--- config.mk ---
export PLATFORM = sky130hd
export DESIGN_NAME = murmur3_32_hash
export DESIGN_NICKNAME = d
export VERILOG_FILES = /design/src/hw/rtl/mm3_pkg.sv /design/src/hw/rtl/mm3_fifo.sv /design/src/hw/rtl/mm3_front.sv /design/src/hw/rtl/mm3_back.sv /design/src/hw/rtl/murmur3_32_hash.sv
export SDC_FILE = /design/constraint.sdc
export NUM_CORES = 2
export LEC_CHECK = 0
export BUFFER_PORTS_ARGS = -buffer_cell sky130_fd_sc_hd__buf_2
export CORE_MARGIN = 4
export CORE_UTILIZATION = 60
export CTS_BUF_LIST = sky130_fd_sc_hd__clkbuf_8
export CTS_CLUSTER_SIZE = 12
export DETAILED_ROUTE_END_ITERATION = 8
export GPL_TIMING_DRIVEN = 0
export PLACE_DENSITY_LB_ADDON = 0.3
export SETUP_SLACK_MARGIN = 0.2
export SYNTH_ARGS = -nofsm -noshare
export SYNTH_HDL_FRONTEND = slang
export SYNTH_SLANG_ARGS = --single-unit
--- constraint.sdc ---
create_clock -name clk -period 18.7 [get_ports clk]
set_input_delay 1.87 -clock clk [delete_from_list [all_inputs] [get_ports clk]]
set_output_delay 1.87 -clock clk [all_outputs]
set_load 0.005 [all_outputs]
--- src/hw/rtl/mm3_pkg.sv ---
// ----------------------------------------------------------------------------
// mm3_pkg
// shared constants and types of the murmur3 x86_32 hash block
// ----------------------------------------------------------------------------
package mm3_pkg;

  localparam int WORD_W  = 32;
  localparam int BYTES_W = 3;

  // byte count of a full word
  localparam logic [BYTES_W-1:0] BYTES_PER_WORD = 3'd4;

  // block mixing constants
  localparam logic [WORD_W-1:0] MIX_C1   = 32'hcc9e2d51;
  localparam logic [WORD_W-1:0] MIX_C2   = 32'h1b873593;
  localparam logic [WORD_W-1:0] HASH_ADD = 32'he6546b64;

  // finalizer constants
  localparam logic [WORD_W-1:0] FMIX_C1 = 32'h85ebca6b;
  localparam logic [WORD_W-1:0] FMIX_C2 = 32'hc2b2ae35;

  // one classified, pre-mixed word on its way from front to back
  typedef struct packed {
    logic [WORD_W-1:0]  k;
    logic [BYTES_W-1:0] nbytes;
    logic               last;
  } item_t;

endpackage

--- src/hw/rtl/mm3_fifo.sv ---
// ----------------------------------------------------------------------------
// mm3_fifo
// small register queue; space is guaranteed by the writer's credit count
// ----------------------------------------------------------------------------
module mm3_fifo #(
  parameter int WIDTH = 32,
  parameter int DEPTH = 4
) (
  input  logic             clk,
  input  logic             rst,
  input  logic             wr_en,
  input  logic [WIDTH-1:0] wr_data,
  input  logic             rd_en,
  output logic [WIDTH-1:0] rd_data,
  output logic             empty
);

  localparam int PTR_W = $clog2(DEPTH);
  localparam int CNT_W = $clog2(DEPTH + 1);

  logic [WIDTH-1:0] mem [DEPTH];
  logic [PTR_W-1:0] wr_ptr;
  logic [PTR_W-1:0] rd_ptr;
  logic [CNT_W-1:0] count;

  always_ff @(posedge clk) begin
    if (wr_en) begin
      mem[wr_ptr] <= wr_data;
    end
  end

  always_ff @(posedge clk) begin
    if (rst) begin
      wr_ptr <= '0;
      rd_ptr <= '0;
      count  <= '0;
    end else begin
      if (wr_en) begin
        wr_ptr <= (wr_ptr == PTR_W'(DEPTH - 1)) ? '0 : wr_ptr + PTR_W'(1);
      end
      if (rd_en) begin
        rd_ptr <= (rd_ptr == PTR_W'(DEPTH - 1)) ? '0 : rd_ptr + PTR_W'(1);
      end
      if (wr_en && !rd_en) begin
        count <= count + CNT_W'(1);
      end else if (rd_en && !wr_en) begin
        count <= count - CNT_W'(1);
      end
    end
  end

  assign rd_data = mem[rd_ptr];
  assign empty   = (count == '0);

endmodule

--- src/hw/rtl/mm3_front.sv ---
// ----------------------------------------------------------------------------
// mm3_front
// classifies each word by byte count and runs the two-multiply word mix
// ----------------------------------------------------------------------------
module mm3_front (
  input  logic                         clk,
  input  logic                         rst,
  input  logic                         take,
  input  logic [mm3_pkg::WORD_W-1:0]   data_word,
  input  logic [mm3_pkg::BYTES_W-1:0]  valid_bytes,
  input  logic                         last,
  output logic                         item_valid,
  output mm3_pkg::item_t               item
);

  logic [mm3_pkg::BYTES_W-1:0] nb;
  logic [mm3_pkg::WORD_W-1:0]  mask;
  logic [mm3_pkg::WORD_W-1:0]  k1_next;
  logic [mm3_pkg::WORD_W-1:0]  k2_next;

  logic                        s1_valid;
  logic [mm3_pkg::WORD_W-1:0]  s1_k;
  logic [mm3_pkg::BYTES_W-1:0] s1_nbytes;
  logic                        s1_last;

  // clamp byte count and drop unused bytes
  always_comb begin
    nb = (valid_bytes > mm3_pkg::BYTES_PER_WORD) ? mm3_pkg::BYTES_PER_WORD : valid_bytes;
    unique case (nb)
      3'd0:    mask = 32'h0000_0000;
      3'd1:    mask = 32'h0000_00ff;
      3'd2:    mask = 32'h0000_ffff;
      3'd3:    mask = 32'h00ff_ffff;
      default: mask = 32'hffff_ffff;
    endcase
    k1_next = (data_word & mask) * mm3_pkg::MIX_C1;
  end

  // rotate left 15 then second multiply
  assign k2_next = {s1_k[16:0], s1_k[31:17]} * mm3_pkg::MIX_C2;

  always_ff @(posedge clk) begin
    if (rst) begin
      s1_valid   <= 1'b0;
      item_valid <= 1'b0;
    end else begin
      s1_valid   <= take;
      item_valid <= s1_valid;
    end
  end

  always_ff @(posedge clk) begin
    s1_k        <= k1_next;
    s1_nbytes   <= nb;
    s1_last     <= last;
    item.k      <= k2_next;
    item.nbytes <= s1_nbytes;
    item.last   <= s1_last;
  end

endmodule

--- src/hw/rtl/mm3_back.sv ---
// ----------------------------------------------------------------------------
// mm3_back
// running hash update, byte count and pipelined fmix32 finalizer
// ----------------------------------------------------------------------------
module mm3_back (
  input  logic                        clk,
  input  logic                        rst,
  input  logic [mm3_pkg::WORD_W-1:0]  seed,
  input  logic                        item_valid,
  input  mm3_pkg::item_t              item,
  input  logic                        out_space,
  output logic                        item_pop,
  output logic                        res_valid,
  output logic [mm3_pkg::WORD_W-1:0]  res_hash
);

  logic                       started;
  logic [mm3_pkg::WORD_W-1:0] running_hash;
  logic [mm3_pkg::WORD_W-1:0] byte_total;

  logic [mm3_pkg::WORD_W-1:0] base;
  logic [mm3_pkg::WORD_W-1:0] x;
  logic [mm3_pkg::WORD_W-1:0] r;
  logic [mm3_pkg::WORD_W-1:0] hash_next;
  logic [mm3_pkg::WORD_W-1:0] total_next;

  logic                       f0_valid;
  logic                       f1_valid;
  logic [mm3_pkg::WORD_W-1:0] f0;
  logic [mm3_pkg::WORD_W-1:0] f1;
  logic [mm3_pkg::WORD_W-1:0] f2;

  assign item_pop = item_valid && out_space;

  always_comb begin
    base       = started ? running_hash : seed;
    x          = base ^ item.k;
    r          = {x[18:0], x[31:19]};
    hash_next  = (item.nbytes == mm3_pkg::BYTES_PER_WORD) ?
                 ((r << 2) + r + mm3_pkg::HASH_ADD) : x;
    total_next = byte_total + mm3_pkg::WORD_W'(item.nbytes);
  end

  always_ff @(posedge clk) begin
    if (rst) begin
      started    <= 1'b0;
      byte_total <= '0;
      f0_valid   <= 1'b0;
      f1_valid   <= 1'b0;
      res_valid  <= 1'b0;
    end else begin
      f0_valid  <= item_pop && item.last;
      f1_valid  <= f0_valid;
      res_valid <= f1_valid;
      if (item_pop) begin
        started    <= !item.last;
        byte_total <= item.last ? '0 : total_next;
      end
    end
  end

  always_ff @(posedge clk) begin
    if (item_pop) begin
      running_hash <= hash_next;
    end
    // seed length into the hash, then fold high half
    f0 <= (hash_next ^ total_next) ^ ((hash_next ^ total_next) >> 16);
    f1 <= f0 * mm3_pkg::FMIX_C1;
    f2 <= (f1 ^ (f1 >> 13)) * mm3_pkg::FMIX_C2;
  end

  // last fold of the high half
  assign res_hash = f2 ^ (f2 >> 16);

endmodule

--- src/hw/rtl/murmur3_32_hash.sv ---
// ----------------------------------------------------------------------------
// murmur3_32_hash
// murmurhash3 x86_32 of a word stream, one hash per message
// ----------------------------------------------------------------------------
// usage:
//   input queue: push a little-endian word with its valid byte count and a
//   last flag while full is low; only the last word may carry fewer than 4
//   bytes, counts above 4 count as 4
//   result queue: while empty is low, hash holds the oldest finished hash;
//   raise pop to take it
//   config: cfg_data is the seed, written when cfg_valid (cfg_ready is
//   always high); write it only while the block is idle, a new seed takes
//   effect with the next message
// timing:
//   one word per cycle while result slots are free; each of the 2 result
//   slots is held from the back taking a last word until its pop, so
//   one-word messages with pop held high stall the back while both are held
//   a last word's hash reaches the result ports through the front's s1 and
//   item registers, the middle queue, f0, f1, f2 and the result queue
// reset: clears all queues and credits, seed returns to zero
// stall: results wait in the output queue; once the output credits are all
//   reserved the back stops taking words, the middle queue fills and full
//   rises, so no request is ever dropped
// ----------------------------------------------------------------------------
module murmur3_32_hash #(
  parameter int QUEUE_DEPTH = 4,
  parameter int OUT_DEPTH   = 2
) (
  input  logic                        clk,
  input  logic                        rst,
  // word request channel
  input  logic                        push,
  output logic                        full,
  input  logic [mm3_pkg::WORD_W-1:0]  data_word,
  input  logic [mm3_pkg::BYTES_W-1:0] valid_bytes,
  input  logic                        last,
  // result channel
  output logic                        empty,
  input  logic                        pop,
  output logic [mm3_pkg::WORD_W-1:0]  hash,
  // seed write channel
  input  logic                        cfg_valid,
  output logic                        cfg_ready,
  input  logic [mm3_pkg::WORD_W-1:0]  cfg_data
);

  localparam int IN_CNT_W  = $clog2(QUEUE_DEPTH + 1);
  localparam int OUT_CNT_W = $clog2(OUT_DEPTH + 1);

  logic [mm3_pkg::WORD_W-1:0] seed;
  logic                       take;

  // front to middle queue
  logic                       f_valid;
  mm3_pkg::item_t             f_item;

  // middle queue to back
  mm3_pkg::item_t             q_item;
  logic                       q_empty;
  logic                       q_pop;

  // back to result queue
  logic                       res_valid;
  logic [mm3_pkg::WORD_W-1:0] res_hash;
  logic                       out_take;

  // credits: words in the front pipeline or middle queue, and reserved
  // result slots
  logic [IN_CNT_W-1:0]        in_count;
  logic [OUT_CNT_W-1:0]       out_count;
  logic                       out_space;

  assign cfg_ready = 1'b1;
  assign full      = (in_count == IN_CNT_W'(QUEUE_DEPTH));
  assign take      = push && !full;
  assign out_space = (out_count < OUT_CNT_W'(OUT_DEPTH));
  assign out_take  = pop && !empty;

  always_ff @(posedge clk) begin
    if (rst) begin
      seed      <= '0;
      in_count  <= '0;
      out_count <= '0;
    end else begin
      if (cfg_valid && cfg_ready) begin
        seed <= cfg_data;
      end
      if (take && !q_pop) begin
        in_count <= in_count + IN_CNT_W'(1);
      end else if (q_pop && !take) begin
        in_count <= in_count - IN_CNT_W'(1);
      end
      // a last word reserves its result slot when the back takes it
      if ((q_pop && q_item.last) && !out_take) begin
        out_count <= out_count + OUT_CNT_W'(1);
      end else if (out_take && !(q_pop && q_item.last)) begin
        out_count <= out_count - OUT_CNT_W'(1);
      end
    end
  end

  mm3_front u_front (
    .clk         (clk),
    .rst         (rst),
    .take        (take),
    .data_word   (data_word),
    .valid_bytes (valid_bytes),
    .last        (last),
    .item_valid  (f_valid),
    .item        (f_item)
  );

  mm3_fifo #(
    .WIDTH ($bits(mm3_pkg::item_t)),
    .DEPTH (QUEUE_DEPTH)
  ) u_mid_queue (
    .clk     (clk),
    .rst     (rst),
    .wr_en   (f_valid),
    .wr_data (f_item),
    .rd_en   (q_pop),
    .rd_data (q_item),
    .empty   (q_empty)
  );

  mm3_back u_back (
    .clk        (clk),
    .rst        (rst),
    .seed       (seed),
    .item_valid (!q_empty),
    .item       (q_item),
    .out_space  (out_space),
    .item_pop   (q_pop),
    .res_valid  (res_valid),
    .res_hash   (res_hash)
  );

  mm3_fifo #(
    .WIDTH (mm3_pkg::WORD_W),
    .DEPTH (OUT_DEPTH)
  ) u_out_queue (
    .clk     (clk),
    .rst     (rst),
    .wr_en   (res_valid),
    .wr_data (res_hash),
    .rd_en   (out_take),
    .rd_data (hash),
    .empty   (empty)
  );

`ifndef SYNTHESIS
  // word credits never overrun the middle queue
  a_in_credit: assert property (@(posedge clk) disable iff (rst)
    in_count <= IN_CNT_W'(QUEUE_DEPTH))
    else $error("word credit count above queue depth");

  // result reservations never overrun the output queue
  a_out_credit: assert property (@(posedge clk) disable iff (rst)
    out_count <= OUT_CNT_W'(OUT_DEPTH))
    else $error("result credit count above output depth");

  // back takes a word only when one is queued and a result slot is free
  a_pop_ok: assert property (@(posedge clk) disable iff (rst)
    q_pop |-> (!q_empty && out_space))
    else $error("back took a word without data or result space");

  // a finished hash only comes out of a last word the back took, via f0_valid and f1_valid
  a_res_src: assert property (@(posedge clk) disable iff (rst)
    res_valid |-> $past(q_pop && q_item.last, 3))
    else $error("result without a matching last word");
`endif

endmodule
# Word-level counts from Yosys, hierarchy flattened
# Memory sizes are Yosys's and may differ from the RTL's. A register that Yosys moved wholly into a read port is not among the register bits.
# Cells that the tools add are included.
# op_classes
n_shift	0
addsub	15
n_reduce_logical	29
bitwise_logic	6
n_div	0
muxes	25
eq_ne	7
magnitude_cmp	2
n_mul	4
# ops
cell	n
32-bit one-hot mux with 4 select lines	1
32-bit 2-to-1 mux	3
32-bit by 31-bit multiplier with 32-bit output, second input constant	2
32-bit by 16-bit XOR with 32-bit output	2
32-bit XOR	2
32-bit by 3-bit adder with 32-bit output	1
32-bit adder	1
32-bit adder, second input constant	1
32-bit bitwise AND	1
32-bit by 29-bit multiplier with 32-bit output, second input constant	1
32-bit by 32-bit multiplier with 32-bit output, second input constant	1
32-bit by 19-bit XOR with 32-bit output	1
2-bit 2-to-1 mux	8
3-bit 2-to-1 mux	5
1-bit logical AND	12
1-bit zero test	10
2-bit by 1-bit adder with 2-bit output, second input constant	4
1-bit 2-to-1 mux	8
2-bit nonzero test	4
3-bit by 1-bit adder with 3-bit output, second input constant	2
3-bit by 2-bit == test with 1-bit output, second input constant	2
3-bit == test, second input constant	2
3-bit zero test	2
3-bit by 1-bit subtractor with 3-bit output, second input constant	2
other kinds (7)	10
# totals
ff_bits	286
latchBits	0
input_bits	73
ram_bits	208
elab_cells	116
n_memories	2
romBits	0
output_inout_bits	35
# memory_table
memory	words	width	read_ports	rd_ports_with_merged_regs	write_ports	line_no	source
u_mid_queue.mem	4	36	1	1	1	mm3_fifo.sv:21	logic [WIDTH-1:0] mem [DEPTH];
u_out_queue.mem	2	32	1	1	1	mm3_fifo.sv:21	

# Longest topological paths before layout
# logic_depth
word_depth	8
ltp_mapped	27
depth_no_buf	27

# Hierarchy
# Synthesis repeated with hierarchy kept, for this count alone.
# unflattened
cells_unflattened	5016
area_unflattened_um2	53918.0
# by_module_without_submodules
module	area_each_um2	instances	cells_per_inst	seq_area_each_um2
mm3_back	26337.8	1	2698	3603.5
mm3_front	17973.5	1	1829	1481.4
mm3_fifo at u_mid_queue	5681.7	1	231	4504.3
mm3_fifo at u_out_queue	2508.7	1	121	2021.9
murmur3_32_hash	1416.4	1	137	740.7

# Worst setup path after synthesis
# No wires, ideal clock.
# synth_path
path_kind	input -> register
start	in valid_bytes[2] in the netlist's numbering
end	reg u_front.s1_k[29] in the netlist's numbering
cell_stages	25
path_slack_ps	10560
required_ps	18573
t_arrival_ps	8014
n_path_buf	2
setup_ps	127
cell_sequence	or3_1 > clkbuf_1 > clkbuf_1 > and2_1 > ha_1 > fa_1 > fa_1 > inv_1 > fa_1 > inv_1 > ha_1 > ha_1 > fa_1 > ha_1 > ha_1 > or2_2 > o31a_1 > o311a_1 > nor4_1 > o31ai_1 > nor2b_1 > o21a_1 > nor2_1 > o21ai_0 > xor2_1
# synth_via
elab_chain_cells	6
word_cells_on_any_way	9
classes_between	mul (1); order compare (1); eq/ne (3); mux (2); bitwise (1); reduce/logical (1)
# synth_rtl
element	line_no	source
from (decl)	murmur3_32_hash.sv:35	input logic [mm3_pkg::BYTES_W-1:0] valid_bytes,
3-bit greater-than comparator	mm3_front.sv:28	nb = (valid_bytes > mm3_pkg::BYTES_PER_WORD) ? mm3_pkg::BYTES_PER_WORD : valid_bytes;
3-bit 2-to-1 mux *	mm3_front.sv:28	
3-bit by 2-bit == test with 1-bit output (tied with other cells)	mm3_front.sv:29	unique case (nb)
32-bit one-hot mux with 4 select lines *	mm3_front.sv:29	
32-bit bitwise AND *	mm3_front.sv:36	k1_next = (data_word & mask) * mm3_pkg::MIX_C1;
32-bit by 31-bit multiplier with 32-bit output *	mm3_front.sv:36	
named net u_front.k1_next, one bit	mm3_front.sv:18	logic [mm3_pkg::WORD_W-1:0] k1_next;
to (signal assigned)	mm3_front.sv:53	s1_k <= k1_next;
to (decl)	mm3_front.sv:22	logic [mm3_pkg::WORD_W-1:0] s1_k;
# The timed path passes the listed nets; every way through them passes the cells marked *.
# A chain may end at the register's enable or synchronous reset.

# Final worst setup path
# layout_path
start	in valid_bytes[2] in the netlist's numbering
end	reg u_front.s1_k[31] in the netlist's numbering
# The elaborated chain is that of the path after synthesis.

==> out/metrics.yaml <==
route:
  wire_per_inst_microns: 20.03
  drc: 0
  first_pass_iters: 6
  via_count: 34400
  vias_per_cell: 5.415
  ant_nets: 0
  routed_wl_mm: 127.2
  first_iter_violations: 2089
job:
  drv_cap: 0
global_route:
  overflow: 0
  track_usage_pct: 27.94
  grt_use_met2_pct: 46.64
  antenna_found_initial: 2
  met3_usage_pct: 5.511
  grt_pass1_vias: 36570
  grt_max_degree: 33
  grt.met1_usage_pct: 36.57
  grt_pass1_wl_mm: 201.5
  top_usage_layer: "met2"
synth:
  synth_cells: 4925
  synth_top_flop_cell: "dfxtp_1"
  ys_seq_area_share_pct: 23.24
  async_flop_share_pct: 0
  syn_avg_cell_area_sq_um: 10.79
  synth-edff-count: 240
  synth-seq-cells: 497
  syn-num-nets: 6541
  syn_area_sq_um: 53150
  synth_cell_type_count: 85
  yosysWarnings: 0
cts:
  cts_buffers: 87
  postCtsSetupRepairBufs: 0
  cts_hold_buffers: 0
  cts_tree: "yes"
  htree_levels: 3
  root_buffer: "clkbuf_8"
  clock-sinks: 497
  clk_latency_ns: 0.75
  cts_max_path_buffers: 3
  clk_pin_slew_ns: 0.06
  cts_resized: 0
place:
  dpl.cell_count: 6186
  numPortBuffers: 100
  hpwlAfterDp_mm: 108.2
  place_congestion: 0.9955
final_layout:
  syn2layout_area_growth_pct: 7.437
  nNetsFinal: 6736
  finalNonFillerCells: 6353
  fin_util_pct: 65.41
  drive_gt1_share_pct: 7.026
die:
  die-area_sq_um: 93410
  start_util_pct: 60.88
  dieHeight_microns: 305.6
  ios: 108
  die_w_microns: 305.6
  coreArea_sq_um: 87290
  row_count: 108
setup_path:
  cp-start-kind: "input port"
  critPathRequiredTime_ns: 19.30
  cp_max_fo: 10
  timing_worst_setup_path_type: "in -> reg"
  critical_path_arrival_ns: 9.45
  end_kind: "register"
  reg2reg_slack_ns: 10.76
timing:
  final_max_slew_viol_count: 0
  fmax_ghz: 0.1129
  worstMarginPinSlew_ns: 1.423
  min_period_ns: 8.856
  post-route-period-util_pct: 47.36
  final_hold_viol_count: 0
  slew_headroom_pct: 4.795
  tns_ns: 0
  fin_worst_skew_ns: 0.06210
  setup_viol: 0
  hold_slack_ns: 0.3285
  rsz0062_at_grt: "no"
min_path:
  hold_class: "reg -> reg"
status:
  status: "completed"
==> Yosys cell counts (21+ instances only) <==
library cell | instances | area share, %
inv_1 | 1258 | 8.9
ha_1 | 816 | 19
fa_1 | 727 | 27
xnor2_1 | 284 | 4.7
dfxtp_1 | 257 | 9.7
edfxtp_1 | 240 | 14
nor2_1 | 193 | 1.4
nand2_1 | 149 | 1.1
a21oi_1 | 143 | 1.3
xor2_1 | 128 | 2.1
o21ai_0 | 111 | 1.0
mux2i_1 | 69 | 1.3
clkbuf_1 | 57 | 0.40
a21o_1 | 48 | 0.68
mux4_2 | 36 | 1.5
mux2_2 | 33 | 0.70
nand3_1 | 33 | 0.31
and3_1 | 32 | 0.38
and2_1 | 28 | 0.33
nor2b_1 | 21 | 0.25
nor3_1 | 21 | 0.20
or3_1 | 21 | 0.25
==> metrics by stage <==
step | worst slack [ns] | instance area, sq um
finish | 9.844 | 57100
global route | 9.531 | 57100
CTS | 9.920 | 57090
detailed placement | 9.159 | 55230
global placement | 9.203 | 55090
floorplan | 10.56 | 53150
==> path summary, 6_finish.rpt <==
check | cells past startpoint | to | start
setup / recovery | 26 | u_front.s1_k[31] | valid_bytes[2]
hold / removal | 0 | u_front.item[0] | u_front.s1_last
setup reg to reg | 24 | u_back.f2[31] | u_back.f1[19]
hold reg to reg | 0 | u_front.item[0] | u_front.s1_last
==> cells in the final DEF (no fill, tap or decap), types with 56 or more instances in the layout <==
cell,n
edfxtp_1,240
clkbuf_1,56
ha_1,816
clkbuf_8,97
a21oi_1,143
inv_1,1294
nand2_1,149
xor2_1,128
dfxtp_1,257
nor2_1,193
buf_2,108
xnor2_1,284
mux2i_1,69
fa_1,727
o21ai_0,111
==> cell families after synthesis <==
group | after synthesis | synth area share (%)
fa+ha+maj | 1543 | 46.59
buf+inv | 1335 | 9.475
simple gates | 553 | 4.880
flops | 497 | 23.24
compound gates | 440 | 5.262
xor+xnor | 418 | 7.018
mux | 138 | 3.524
other cells | 1 | 0.007056
==> worst max-delay path, stage by stage <==
cell	delay, ns
buf_2	0.20
or3_1	0.25
clkbuf_1	0.38
clkbuf_1	0.37
and2_1	0.60
ha_1	0.51
ha_1	0.30
fa_1	0.48
inv_1	0.06
fa_1	0.51
inv_1	0.05
ha_1	0.27
ha_1	0.29
fa_1	0.38
ha_1	0.31
ha_1	0.32
or2_2	0.32
o31a_1	0.12
o311a_1	0.14
nor4_1	0.56
o31ai_1	0.26
nor2b_1	0.20
o21a_1	0.19
nor2_1	0.21
o31ai_1	0.14
xnor2_1	0.15
==> metal layers <==
metal	vias up	share of wire, %
li1	15980	-
met1	17050	41
met2	1091	48
met3	278	7.0
met4	0	4.0
met5	-	0
==> layout make-up <==
class / count / area (sq um)
multi-input cells: 3093 / 35770
fillers: 6782 / 30190
flip-flops and latches: 497 / 12350
inverters: 1259 / 4726
well taps: 1155 / 1445
clock buffers: 97 / 1335
repair buffers: 106 / 620.6
clock inverters: 67 / 529.3
plain buffers: 76 / 311.5
diodes: 3 / 7.507
==> sequential cells by signal, summed over array words and instances (netlist names), 3 cells and up, named ones only <==
register	flops
u_front.s1_nbytes	3
u_back.f1	32
u_out_queue.mem	64
u_back.running_hash	32
u_mid_queue.mem	144
u_back.byte_total	32
u_front.s1_k	32
u_front.item	36
seed	32
in_count	3
u_back.f0	32
u_mid_queue.count	3
u_back.f2	32
Power is left out: the tool's default activity adds up to more than one toggle a clock period on the data nets, which glitch-free logic cannot reach.
